===== config.mk =====
export PLATFORM = sky130hd
export DESIGN_NAME = midi_track_event_parser_flat
export DESIGN_NICKNAME = d
export VERILOG_FILES = /design/src/rtl/core/mtep_pkg.sv /design/src/rtl/core/mtep_if.sv /design/src/rtl/core/mtep_ctrl.sv /design/src/rtl/core/mtep_dp.sv /design/src/rtl/core/midi_track_event_parser.sv /design/src/flat_wrapper.sv
export SDC_FILE = /design/constraint.sdc
export NUM_CORES = 2
export LEC_CHECK = 0
export ABC_AREA = 0
export BUFFER_PORTS_ARGS = -buffer_cell sky130_fd_sc_hd__buf_4
export CORE_ASPECT_RATIO = 1.4
export CORE_MARGIN = 2
export CORE_UTILIZATION = 30
export DETAILED_ROUTE_END_ITERATION = 16
export GPL_TIMING_DRIVEN = 0
export HOLD_SLACK_MARGIN = 0.02
export SLEW_MARGIN = 0
export SYNTH_ARGS = -nofsm -noshare
export SYNTH_HDL_FRONTEND = slang
export SYNTH_SLANG_ARGS = --single-unit

===== constraint.sdc =====
create_clock -name clk_i -period 11 [get_ports clk_i]
set_input_delay 2.2 -clock clk_i [delete_from_list [all_inputs] [get_ports clk_i]]
set_output_delay 2.2 -clock clk_i [all_outputs]
set_load 0.005 [all_outputs]

===== src/rtl/core/mtep_pkg.sv =====
// Package for the MIDI track event parser: widths, register indexes, parser
// constants and the command/status structs between controller and datapath.
// No dependencies.
package mtep_pkg;

  localparam int ByteW    = 8;
  localparam int DeltaW   = 28;
  localparam int TimeW    = 32;
  localparam int TempoW   = 16;
  localparam int TpqW     = 15;
  localparam int ProdW    = TimeW + TempoW;
  localparam int RemW     = TpqW;
  localparam int CfgIdxW  = 8;
  localparam int CfgDataW = 16;
  localparam int StepCntW = $clog2(ProdW);

  localparam logic [CfgIdxW-1:0] RegTempoScale      = CfgIdxW'(0);
  localparam logic [CfgIdxW-1:0] RegTicksPerQuarter = CfgIdxW'(1);

  localparam logic [TempoW-1:0] TempoReset = TempoW'(96);
  localparam logic [TpqW-1:0]   TpqReset   = TpqW'(96);

  localparam logic [ByteW-1:0] MetaStatus     = 8'hFF;
  localparam logic [ByteW-1:0] MetaEndOfTrack = 8'h2F;
  localparam logic [3:0]       NibNoteOff     = 4'h8;
  localparam logic [3:0]       NibProgChange  = 4'hC;
  localparam logic [3:0]       NibChanPress   = 4'hD;

  typedef struct packed {
    logic parse;
    logic mul;
    logic div_step;
    logic load_out;
  } mtep_cmd_t;

  typedef struct packed {
    logic emit;
  } mtep_status_t;

endpackage


===== src/rtl/core/mtep_if.sv =====
// Channel interfaces for the MIDI track event parser: input byte word,
// result word and configuration write. Depends on mtep_pkg.
interface mtep_in_if;
  logic                      valid;
  logic                      ready;
  logic [mtep_pkg::ByteW-1:0] data_byte;
  logic                      track_start;

  modport source (output valid, output data_byte, output track_start, input ready);
  modport sink   (input valid, input data_byte, input track_start, output ready);
endinterface

interface mtep_out_if;
  logic                       valid;
  logic                       ready;
  logic [mtep_pkg::ByteW-1:0] status_byte;
  logic [mtep_pkg::ByteW-1:0] first_data;
  logic [mtep_pkg::ByteW-1:0] second_data;
  logic [mtep_pkg::TimeW-1:0] event_time;
  logic                       end_of_track;

  modport source (output valid, output status_byte, output first_data, output second_data,
                  output event_time, output end_of_track, input ready);
  modport sink   (input valid, input status_byte, input first_data, input second_data,
                  input event_time, input end_of_track, output ready);
endinterface

interface mtep_cfg_if;
  logic                          valid;
  logic                          ready;
  logic [mtep_pkg::CfgIdxW-1:0]  reg_index;
  logic [mtep_pkg::CfgDataW-1:0] wdata;

  modport source (output valid, output reg_index, output wdata, input ready);
  modport sink   (input valid, input reg_index, input wdata, output ready);
endinterface


===== src/rtl/core/mtep_ctrl.sv =====
// Controller for the MIDI track event parser: sequences byte intake, the
// multiply, the bit-serial divide and the result register. Depends on mtep_pkg.
module mtep_ctrl (
  input  logic                   clk_i,
  input  logic                   rst_ni,
  input  logic                   in_valid_i,
  output logic                   in_ready_o,
  output logic                   out_valid_o,
  input  logic                   out_ready_i,
  input  mtep_pkg::mtep_status_t status_i,
  output mtep_pkg::mtep_cmd_t    cmd_o
);

  localparam logic [1:0] StIdle = 2'd0;
  localparam logic [1:0] StMul  = 2'd1;
  localparam logic [1:0] StDiv  = 2'd2;
  localparam logic [1:0] StDone = 2'd3;

  localparam logic [mtep_pkg::StepCntW-1:0] LastStep =
    mtep_pkg::StepCntW'(mtep_pkg::ProdW - 1);

  logic [1:0]                    state_q, state_d;
  logic [mtep_pkg::StepCntW-1:0] cnt_q, cnt_d;
  logic                          out_valid_q, out_valid_d;

  always_comb begin
    state_d    = state_q;
    cnt_d      = cnt_q;
    cmd_o      = '0;
    in_ready_o = 1'b0;
    case (state_q)
      StIdle: begin
        in_ready_o = 1'b1;
        cmd_o.parse = in_valid_i;
        if (in_valid_i && status_i.emit) begin
          state_d = StMul;
        end
      end
      StMul: begin
        cmd_o.mul = 1'b1;
        cnt_d     = '0;
        state_d   = StDiv;
      end
      StDiv: begin
        cmd_o.div_step = 1'b1;
        if (cnt_q == LastStep) begin
          state_d = StDone;
        end else begin
          cnt_d = cnt_q + 1'b1;
        end
      end
      StDone: begin
        if (!out_valid_q || out_ready_i) begin
          cmd_o.load_out = 1'b1;
          state_d        = StIdle;
        end
      end
      default: state_d = StIdle;
    endcase
  end

  always_comb begin
    out_valid_d = out_valid_q;
    if (cmd_o.load_out) begin
      out_valid_d = 1'b1;
    end else if (out_ready_i) begin
      out_valid_d = 1'b0;
    end
  end

  assign out_valid_o = out_valid_q;

  always_ff @(posedge clk_i or negedge rst_ni) begin
    if (!rst_ni) begin
      state_q     <= StIdle;
      cnt_q       <= '0;
      out_valid_q <= 1'b0;
    end else begin
      state_q     <= state_d;
      cnt_q       <= cnt_d;
      out_valid_q <= out_valid_d;
    end
  end

endmodule


===== src/rtl/core/mtep_dp.sv =====
// Datapath for the MIDI track event parser: byte parser registers, config
// registers, tempo multiply, restoring divider and result word. Depends on mtep_pkg.
module mtep_dp (
  input  logic                           clk_i,
  input  logic                           rst_ni,
  input  mtep_pkg::mtep_cmd_t            cmd_i,
  output mtep_pkg::mtep_status_t         status_o,
  input  logic                           cfg_valid_i,
  input  logic [mtep_pkg::CfgIdxW-1:0]   cfg_index_i,
  input  logic [mtep_pkg::CfgDataW-1:0]  cfg_data_i,
  input  logic [mtep_pkg::ByteW-1:0]     data_byte_i,
  input  logic                           track_start_i,
  output logic [mtep_pkg::ByteW-1:0]     status_byte_o,
  output logic [mtep_pkg::ByteW-1:0]     first_data_o,
  output logic [mtep_pkg::ByteW-1:0]     second_data_o,
  output logic [mtep_pkg::TimeW-1:0]     event_time_o,
  output logic                           end_of_track_o
);

  localparam logic [2:0] PhDelta    = 3'd0;
  localparam logic [2:0] PhStatus   = 3'd1;
  localparam logic [2:0] PhMetaType = 3'd2;
  localparam logic [2:0] PhMetaLen  = 3'd3;
  localparam logic [2:0] PhMetaSkip = 3'd4;
  localparam logic [2:0] PhData1    = 3'd5;
  localparam logic [2:0] PhData2    = 3'd6;
  localparam logic [2:0] PhEnded    = 3'd7;

  localparam int ByteW  = mtep_pkg::ByteW;
  localparam int DeltaW = mtep_pkg::DeltaW;
  localparam int TimeW  = mtep_pkg::TimeW;
  localparam int ProdW  = mtep_pkg::ProdW;
  localparam int RemW   = mtep_pkg::RemW;

  logic [mtep_pkg::TempoW-1:0] tempo_q;
  logic [mtep_pkg::TpqW-1:0]   tpq_q;

  logic [2:0]       phase_q, phase_d;
  logic [DeltaW-1:0] acc_q, acc_d;
  logic [TimeW-1:0] abs_q, abs_d;
  logic [ByteW-1:0] held_status_q, held_status_d;
  logic [ByteW-1:0] held_first_q, held_first_d;
  logic [ByteW-1:0] meta_type_q, meta_type_d;
  logic [ByteW-1:0] meta_left_q, meta_left_d;

  logic [ByteW-1:0] pend_status_q, pend_status_d;
  logic [ByteW-1:0] pend_first_q, pend_first_d;
  logic [ByteW-1:0] pend_second_q, pend_second_d;
  logic             pend_eot_q, pend_eot_d;

  logic [2:0]        ph_eff;
  logic [DeltaW-1:0] acc_eff, acc_shift;
  logic [TimeW-1:0]  abs_eff;
  logic [ByteW-1:0]  meta_dec;
  logic [3:0]        nib;
  logic              emit;

  logic [ProdW-1:0] quo_q;
  logic [RemW-1:0]  rem_q;
  logic [ProdW-1:0] prod;
  logic [RemW:0]    rem_sh, divisor, rem_sub;
  logic [TimeW-1:0] quo_lo, time_adj;

  logic [ByteW-1:0] out_status_q, out_first_q, out_second_q;
  logic [TimeW-1:0] out_time_q;
  logic             out_eot_q;

  // parser step for one accepted byte
  always_comb begin
    ph_eff    = track_start_i ? PhDelta : phase_q;
    acc_eff   = track_start_i ? '0 : acc_q;
    abs_eff   = track_start_i ? '0 : abs_q;
    acc_shift = {acc_eff[DeltaW-8:0], data_byte_i[6:0]};
    meta_dec  = meta_left_q - 1'b1;
    nib       = held_status_q[7:4];

    phase_d       = phase_q;
    acc_d         = acc_q;
    abs_d         = abs_q;
    held_status_d = held_status_q;
    held_first_d  = held_first_q;
    meta_type_d   = meta_type_q;
    meta_left_d   = meta_left_q;
    pend_status_d = pend_status_q;
    pend_first_d  = pend_first_q;
    pend_second_d = pend_second_q;
    pend_eot_d    = pend_eot_q;
    emit          = 1'b0;

    if (cmd_i.parse) begin
      phase_d = ph_eff;
      acc_d   = acc_eff;
      abs_d   = abs_eff;
      case (ph_eff)
        PhDelta: begin
          if (data_byte_i[7]) begin
            acc_d = acc_shift;
          end else begin
            abs_d   = abs_eff + {{(TimeW-DeltaW){1'b0}}, acc_shift};
            acc_d   = '0;
            phase_d = PhStatus;
          end
        end
        PhStatus: begin
          if (data_byte_i == mtep_pkg::MetaStatus) begin
            phase_d = PhMetaType;
          end else begin
            held_status_d = data_byte_i;
            phase_d       = PhData1;
          end
        end
        PhMetaType: begin
          meta_type_d = data_byte_i;
          phase_d     = PhMetaLen;
        end
        PhMetaLen, PhMetaSkip: begin
          meta_left_d = (ph_eff == PhMetaLen) ? data_byte_i : meta_dec;
          if (ph_eff == PhMetaLen && data_byte_i != '0) begin
            phase_d = PhMetaSkip;
          end else if (meta_left_d == '0) begin
            if (meta_type_q == mtep_pkg::MetaEndOfTrack) begin
              phase_d       = PhEnded;
              emit          = 1'b1;
              pend_status_d = '0;
              pend_first_d  = '0;
              pend_second_d = '0;
              pend_eot_d    = 1'b1;
            end else begin
              phase_d = PhDelta;
            end
          end
        end
        PhData1: begin
          held_first_d = data_byte_i;
          if (nib inside {mtep_pkg::NibProgChange, mtep_pkg::NibChanPress}) begin
            phase_d       = PhDelta;
            emit          = 1'b1;
            pend_status_d = held_status_q;
            pend_first_d  = data_byte_i;
            pend_second_d = '0;
            pend_eot_d    = 1'b0;
          end else begin
            phase_d = PhData2;
          end
        end
        PhData2: begin
          phase_d       = PhDelta;
          emit          = 1'b1;
          pend_status_d = held_status_q;
          pend_first_d  = held_first_q;
          pend_second_d = data_byte_i;
          pend_eot_d    = 1'b0;
        end
        default: phase_d = ph_eff;
      endcase
    end
  end

  assign status_o.emit = emit;

  // scaled time: full product, then one quotient bit per cycle
  assign prod    = {{mtep_pkg::TempoW{1'b0}}, abs_q} * {{TimeW{1'b0}}, tempo_q};
  assign divisor = (tpq_q == '0) ? (RemW+1)'(1) : {1'b0, tpq_q};
  assign rem_sh  = {rem_q, quo_q[ProdW-1]};
  assign rem_sub = rem_sh - divisor;
  assign quo_lo  = quo_q[TimeW-1:0];
  assign time_adj = (pend_status_q[7:4] == mtep_pkg::NibNoteOff && quo_lo != '0) ?
                    quo_lo - 1'b1 : quo_lo;

  always_ff @(posedge clk_i) begin
    if (cmd_i.mul) begin
      quo_q <= prod;
      rem_q <= '0;
    end else if (cmd_i.div_step) begin
      if (rem_sh >= divisor) begin
        rem_q <= rem_sub[RemW-1:0];
        quo_q <= {quo_q[ProdW-2:0], 1'b1};
      end else begin
        rem_q <= rem_sh[RemW-1:0];
        quo_q <= {quo_q[ProdW-2:0], 1'b0};
      end
    end
    if (cmd_i.load_out) begin
      out_status_q <= pend_status_q;
      out_first_q  <= pend_first_q;
      out_second_q <= pend_second_q;
      out_time_q   <= time_adj;
      out_eot_q    <= pend_eot_q;
    end
    pend_status_q <= pend_status_d;
    pend_first_q  <= pend_first_d;
    pend_second_q <= pend_second_d;
    pend_eot_q    <= pend_eot_d;
  end

  always_ff @(posedge clk_i or negedge rst_ni) begin
    if (!rst_ni) begin
      tempo_q       <= mtep_pkg::TempoReset;
      tpq_q         <= mtep_pkg::TpqReset;
      phase_q       <= PhDelta;
      acc_q         <= '0;
      abs_q         <= '0;
      held_status_q <= '0;
      held_first_q  <= '0;
      meta_type_q   <= '0;
      meta_left_q   <= '0;
    end else begin
      if (cfg_valid_i && cfg_index_i == mtep_pkg::RegTempoScale) begin
        tempo_q <= cfg_data_i[mtep_pkg::TempoW-1:0];
      end
      if (cfg_valid_i && cfg_index_i == mtep_pkg::RegTicksPerQuarter) begin
        tpq_q <= cfg_data_i[mtep_pkg::TpqW-1:0];
      end
      phase_q       <= phase_d;
      acc_q         <= acc_d;
      abs_q         <= abs_d;
      held_status_q <= held_status_d;
      held_first_q  <= held_first_d;
      meta_type_q   <= meta_type_d;
      meta_left_q   <= meta_left_d;
    end
  end

  assign status_byte_o  = out_status_q;
  assign first_data_o   = out_first_q;
  assign second_data_o  = out_second_q;
  assign event_time_o   = out_time_q;
  assign end_of_track_o = out_eot_q;

endmodule


===== src/rtl/core/midi_track_event_parser.sv =====
// Top level of the MIDI track event parser: joins controller and datapath
// to the channel interfaces. Depends on mtep_pkg, mtep_if, mtep_ctrl, mtep_dp.
//
// Usage: in_i takes the track bytes that follow the chunk header, one word
// per byte; track_start marks the first byte of a track and clears the tick
// count and the parser. out_o gives one word per completed channel message
// or end-of-track meta event. cfg_i writes tempo_scale (index 0) and
// ticks_per_quarter (index 1); it is always ready, and it must be written
// only while idle; the block itself does not enforce this. A byte that
// completes no event leaves the block idle, so such bytes may arrive back
// to back. A byte that completes an event starts the multiply, then the
// restoring divide (one quotient bit per cycle), then the load of the
// result register, and in_i is not ready during that time. The result
// register is separate, so bytes keep flowing while a result waits; if the
// next result is ready before the previous one is taken, the block holds it
// and stops taking bytes until out_o ready returns. Reset clears the parser,
// the tick count and the result valid, and sets both registers to 96.
module midi_track_event_parser (
  input  logic        clk_i,
  input  logic        rst_ni,
  mtep_in_if.sink     in_i,
  mtep_out_if.source  out_o,
  mtep_cfg_if.sink    cfg_i
);

  mtep_pkg::mtep_cmd_t    cmd;
  mtep_pkg::mtep_status_t status;

  assign cfg_i.ready = 1'b1;

  mtep_ctrl u_ctrl (
    .clk_i      (clk_i),
    .rst_ni     (rst_ni),
    .in_valid_i (in_i.valid),
    .in_ready_o (in_i.ready),
    .out_valid_o(out_o.valid),
    .out_ready_i(out_o.ready),
    .status_i   (status),
    .cmd_o      (cmd)
  );

  mtep_dp u_dp (
    .clk_i         (clk_i),
    .rst_ni        (rst_ni),
    .cmd_i         (cmd),
    .status_o      (status),
    .cfg_valid_i   (cfg_i.valid),
    .cfg_index_i   (cfg_i.reg_index),
    .cfg_data_i    (cfg_i.wdata),
    .data_byte_i   (in_i.data_byte),
    .track_start_i (in_i.track_start),
    .status_byte_o (out_o.status_byte),
    .first_data_o  (out_o.first_data),
    .second_data_o (out_o.second_data),
    .event_time_o  (out_o.event_time),
    .end_of_track_o(out_o.end_of_track)
  );

endmodule

===== src/flat_wrapper.sv =====
// flat-port wrapper written by rule: the top's interface ports become plain ports
module midi_track_event_parser_flat 
  (clk_i, rst_ni, in_i_valid, in_i_data_byte, in_i_track_start, in_i_ready, out_o_valid, out_o_status_byte, out_o_first_data, out_o_second_data, out_o_event_time, out_o_end_of_track, out_o_ready, cfg_i_valid, cfg_i_reg_index, cfg_i_wdata, cfg_i_ready);
  mtep_in_if in_i_i ();
  mtep_out_if out_o_i ();
  mtep_cfg_if cfg_i_i ();
  input  logic clk_i;
  input  logic rst_ni;
  input wire logic [$bits(in_i_i.valid)-1:0] in_i_valid;
  input wire logic [$bits(in_i_i.data_byte)-1:0] in_i_data_byte;
  input wire logic [$bits(in_i_i.track_start)-1:0] in_i_track_start;
  output wire logic [$bits(in_i_i.ready)-1:0] in_i_ready;
  output wire logic [$bits(out_o_i.valid)-1:0] out_o_valid;
  output wire logic [$bits(out_o_i.status_byte)-1:0] out_o_status_byte;
  output wire logic [$bits(out_o_i.first_data)-1:0] out_o_first_data;
  output wire logic [$bits(out_o_i.second_data)-1:0] out_o_second_data;
  output wire logic [$bits(out_o_i.event_time)-1:0] out_o_event_time;
  output wire logic [$bits(out_o_i.end_of_track)-1:0] out_o_end_of_track;
  input wire logic [$bits(out_o_i.ready)-1:0] out_o_ready;
  input wire logic [$bits(cfg_i_i.valid)-1:0] cfg_i_valid;
  input wire logic [$bits(cfg_i_i.reg_index)-1:0] cfg_i_reg_index;
  input wire logic [$bits(cfg_i_i.wdata)-1:0] cfg_i_wdata;
  output wire logic [$bits(cfg_i_i.ready)-1:0] cfg_i_ready;
  assign in_i_i.valid = in_i_valid;
  assign in_i_i.data_byte = in_i_data_byte;
  assign in_i_i.track_start = in_i_track_start;
  assign in_i_ready = in_i_i.ready;
  assign out_o_valid = out_o_i.valid;
  assign out_o_status_byte = out_o_i.status_byte;
  assign out_o_first_data = out_o_i.first_data;
  assign out_o_second_data = out_o_i.second_data;
  assign out_o_event_time = out_o_i.event_time;
  assign out_o_end_of_track = out_o_i.end_of_track;
  assign out_o_i.ready = out_o_ready;
  assign cfg_i_i.valid = cfg_i_valid;
  assign cfg_i_i.reg_index = cfg_i_reg_index;
  assign cfg_i_i.wdata = cfg_i_wdata;
  assign cfg_i_ready = cfg_i_i.ready;
  midi_track_event_parser u_core (.clk_i(clk_i), .rst_ni(rst_ni), .in_i(in_i_i), .out_o(out_o_i), .cfg_i(cfg_i_i));
endmodule

==> impl_metrics.py <==
metrics = {
    "drt": {
        "routed_wl_um": 85100,
        "dr.pass1.iters": 7,
        "drc": 0,
        "vias_per_cell": 4.86,
        "antenna_violating_nets_post_route": 0,
        "vias": 22600,
        "drt_iter0_drc": 1511,
        "wl_per_cell_um": 18.3,
    },
    "critical_path": {
        "critPathLaunch": "u_core.u_dp.tempo_q[7]",
        "r2r_slack_ps": 2930,
        "worst-path-max-fanout": 10,
        "cp_data_arrival_time_ps": 8380,
        "crit_required_ps": 11310,
        "cp_top_family": "adder cells",
        "cp-end-kind": "flip-flop",
        "crit_type": "reg2reg",
        "crit_cells": 24,
        "r2r_end": "u_core.u_dp.quo_q[43]",
        "cp_common_cell": "fa_1",
        "setup.worst_path.start_class": "flip-flop",
        "worstPathCellList": "clkbuf_1, nand2_1, fa_1, inv_1, fa_1, inv_1, fa_1, inv_1, fa_1, fa_1, inv_1, fa_1, inv_1, ha_1, clkbuf_1, nand4_1, a21oi_1, o21a_1, o22ai_2, o41ai_1, a221o_1, a31oi_1, xnor2_1, mux2_2",
        "critPathBufInv": 7,
        "ff2ff_path_depth": 24,
        "endpoint": "u_core.u_dp.quo_q[43]",
        "crit_slowest_cell": "o41ai_1",
        "critical_path.max_stage_delay_ps": 780,
        "r2r_start": "u_core.u_dp.tempo_q[7]",
    },
    "floorplan": {
        "die_w_um": 272,
        "start_util": 0.303,
        "rows": 137,
        "core_um2": 99800,
        "die_h_um": 379,
        "die-area_um2": 103000,
        "ioPinCount": 98,
    },
    "cells_and_area": {
        "drive_gt1_frac": 0.0847,
        "area_growth_pct": 12.2,
        "final_nets": 3921,
    },
    "logic_synthesis": {
        "synth_edf_count": 130,
        "synth.most_common_cell": "inv_1",
        "ys_warn_count": 0,
        "yosysTopAreaCell": "fa_1",
        "synth_top_area_frac": 0.278,
        "yosysUniqueCellTypes": 85,
        "async_flop_share": 0.469,
        "yosysSeqAreaShare": 0.245,
        "syn_area_um2": 30200,
        "syn_area_per_cell_um2": 9.58,
        "synth_nets": 3782,
        "synthTopCellsByArea": "fa_1, edfxtp_1, dfrtp_1, ha_1, inv_1",
        "synth_cells": 3153,
        "synthTopCellsByCount": "inv_1, nand2_1, fa_1, and2_1, ha_1",
        "synthFlopType": "edfxtp_1",
        "synth-seq-cells": 273,
    },
    "power": {
        "p_leak_nw": 15.3,
        "ir_drop_uv": 178,
        "p_total_mw": 5.10,
        "power_density_nw_per_um2": 151,
    },
    "placement": {
        "hpwlAfterDp_um": 68400,
        "place_congestion": 0.875,
        "port_buffers": 96,
    },
    "sta": {
        "final_hold_viol_count": 0,
        "fin_crit_ps": 8070,
        "skew_ps": 38.0,
        "worst_slew_pin_slew_ps": 1300,
        "drv_slew": 0,
        "max_freq_mhz": 124,
        "rsz0062_at_grt": "no",
        "post-route-period-util": 0.734,
        "setup_viol": 0,
        "setup_tns_ps": 0,
        "slew_headroom": 0.127,
    },
    "clock_network": {
        "cts-hold-fix-buffers": 0,
        "clk-insertion-delay-late_ps": 560,
        "tritoncts": "built",
        "clockBufferDepth": 3,
        "clk_pin_slew_ps": 60,
        "root_buffer": "clkbuf_16",
        "numCtsBuffers": 35,
        "cts_resized": 0,
        "post-cts-setup-buffers": 0,
        "cts_sinks": 273,
        "htree_levels": 2,
    },
    "global_routing": {
        "grt_pass1_vias": 23900,
        "grt_max_degree": 84,
        "grtUsageTotal": 0.167,
        "grt_antenna_before_repair": 0,
        "grt_pass1_wl_um": 134000,
        "grt_overflow_total": 0,
    },
    "run": {
        "drv_cap": 0,
    },
    "hold_path": {
        "hold_path_class": "reg2reg",
    },
    "status": {
        "status": "completed",
    },
}
## cells in the final DEF, fill, tap and decap left out, drive strengths merged, types with 18 or more instances in the layout
| cell | count |
|---|---|
| nand4 | 18 |
| nand2b | 18 |
| mux2 | 88 |
| inv | 484 |
| nor4 | 20 |
| a21o | 41 |
| a21oi | 93 |
| mux2i | 19 |
| and3 | 21 |
| o21ai | 114 |
| nor2 | 92 |
| and2 | 220 |
| edfxtp | 130 |
| nor2b | 67 |
| ha | 171 |
| nor3 | 29 |
| nand3 | 34 |
| fa | 420 |
| buf | 109 |
| nand2 | 461 |
| dfrtp | 124 |
| xor2 | 52 |
| clkbuf | 203 |
| xnor2 | 56 |
## worst min path at each step
stage	start	endpoint	slack, ps	cells after the start
after floorplan	u_core.u_dp.pend_eot_q	u_core.u_dp.end_of_track_o	400	0
after global placement	u_core.u_dp.pend_second_q[4]	u_core.u_dp.second_data_o[4]	400	0
after detailed placement	u_core.u_dp.pend_first_q[0]	u_core.u_dp.first_data_o[0]	400	0
after CTS	u_core.u_dp.pend_first_q[5]	u_core.u_dp.first_data_o[5]	410	0
after global routing	u_core.u_dp.pend_first_q[5]	u_core.u_dp.first_data_o[5]	420	0
final	u_core.u_dp.pend_first_q[5]	u_core.u_dp.first_data_o[5]	410	0
## registers in the layout (all words and copies together) (netlist names), 2 cells and up
| signal | flops |
|---|---|
| u_core.u_ctrl.cnt_q | 6 |
| u_core.u_dp.pend_first_q | 8 |
| u_core.u_dp.pend_second_q | 8 |
| u_core.u_dp.meta_left_q | 8 |
| u_core.u_dp.meta_type_q | 8 |
| u_core.u_dp.phase_q | 3 |
| u_core.u_dp.first_data_o | 8 |
| u_core.u_dp.acc_q | 21 |
| u_core.u_dp.tpq_q | 15 |
| u_core.u_ctrl.state_q | 2 |
| u_core.u_dp.rem_q | 15 |
| u_core.u_dp.held_first_q | 8 |
| u_core.u_dp.pend_status_q | 8 |
| u_core.u_dp.tempo_q | 16 |
| u_core.u_dp.status_byte_o | 8 |
| u_core.u_dp.held_status_q | 8 |
| u_core.u_dp.second_data_o | 8 |
| u_core.u_dp.abs_q | 32 |
| u_core.u_dp.quo_q | 48 |
| u_core.u_dp.event_time_o | 32 |
## area by class of cell
cell class              instances  area [µm²]
clock buffers                  48         966
inverters                     481        1810
diodes                          1        2.50
flip-flops and latches        273        7410
fillers                     10300       65900
multi-input cells            2237       20400
well taps                    1320        1650
repair buffers                102         830
clock inverters                16         210
plain buffers                 162         619
## cell families (layout without fill, tap and decap cells)
group / after synthesis / count (layout) / synth area share
other cells: 1 / 2 / 0.000124
mux: 107 / 107 / 0.0391
compound gates: 398 / 398 / 0.0849
simple gates: 1032 / 1032 / 0.169
xor+xnor: 108 / 108 / 0.0316
buf+inv: 643 / 809 / 0.0803
fa+ha+maj: 591 / 591 / 0.349
flops: 273 / 273 / 0.245
## power by group
group | switching (mW) | leakage (nW) | internal, mW
Clock | 0.463 | 0.575 | 0.716
Sequential | 0.326 | 3.06 | 1.52
Combinational | 1.25 | 11.7 | 0.833
## metal layers
metal  wire length [µm]  track usage  share of wire  vias to the layer above
li1                   -            -              -                    10400
met1              33900        0.198           0.40                    11300
met2              42400        0.299           0.50                      679
met3               4430       0.0182          0.052                      198
met4               4400       0.0812          0.052                        0
met5                  0            0              0                        -
## metrics by stage
step | cell area [µm²] | instances | worst slack (ps) | utilization | hold slack (ps)
floorplan | 30200 | 3153 | 4640 | - | 400
global placement | 32600 | 4569 | 2990 | 0.326 | 403
detailed placement | 32700 | 4575 | 3010 | 0.328 | 405
CTS | 33900 | 4639 | 2980 | 0.339 | 414
global route | 33900 | 4639 | 2800 | 0.339 | 420
finish | 33900 | 4640 | 2930 | 0.339 | 413
No activity file was read; power rests on OpenSTA's default activity.
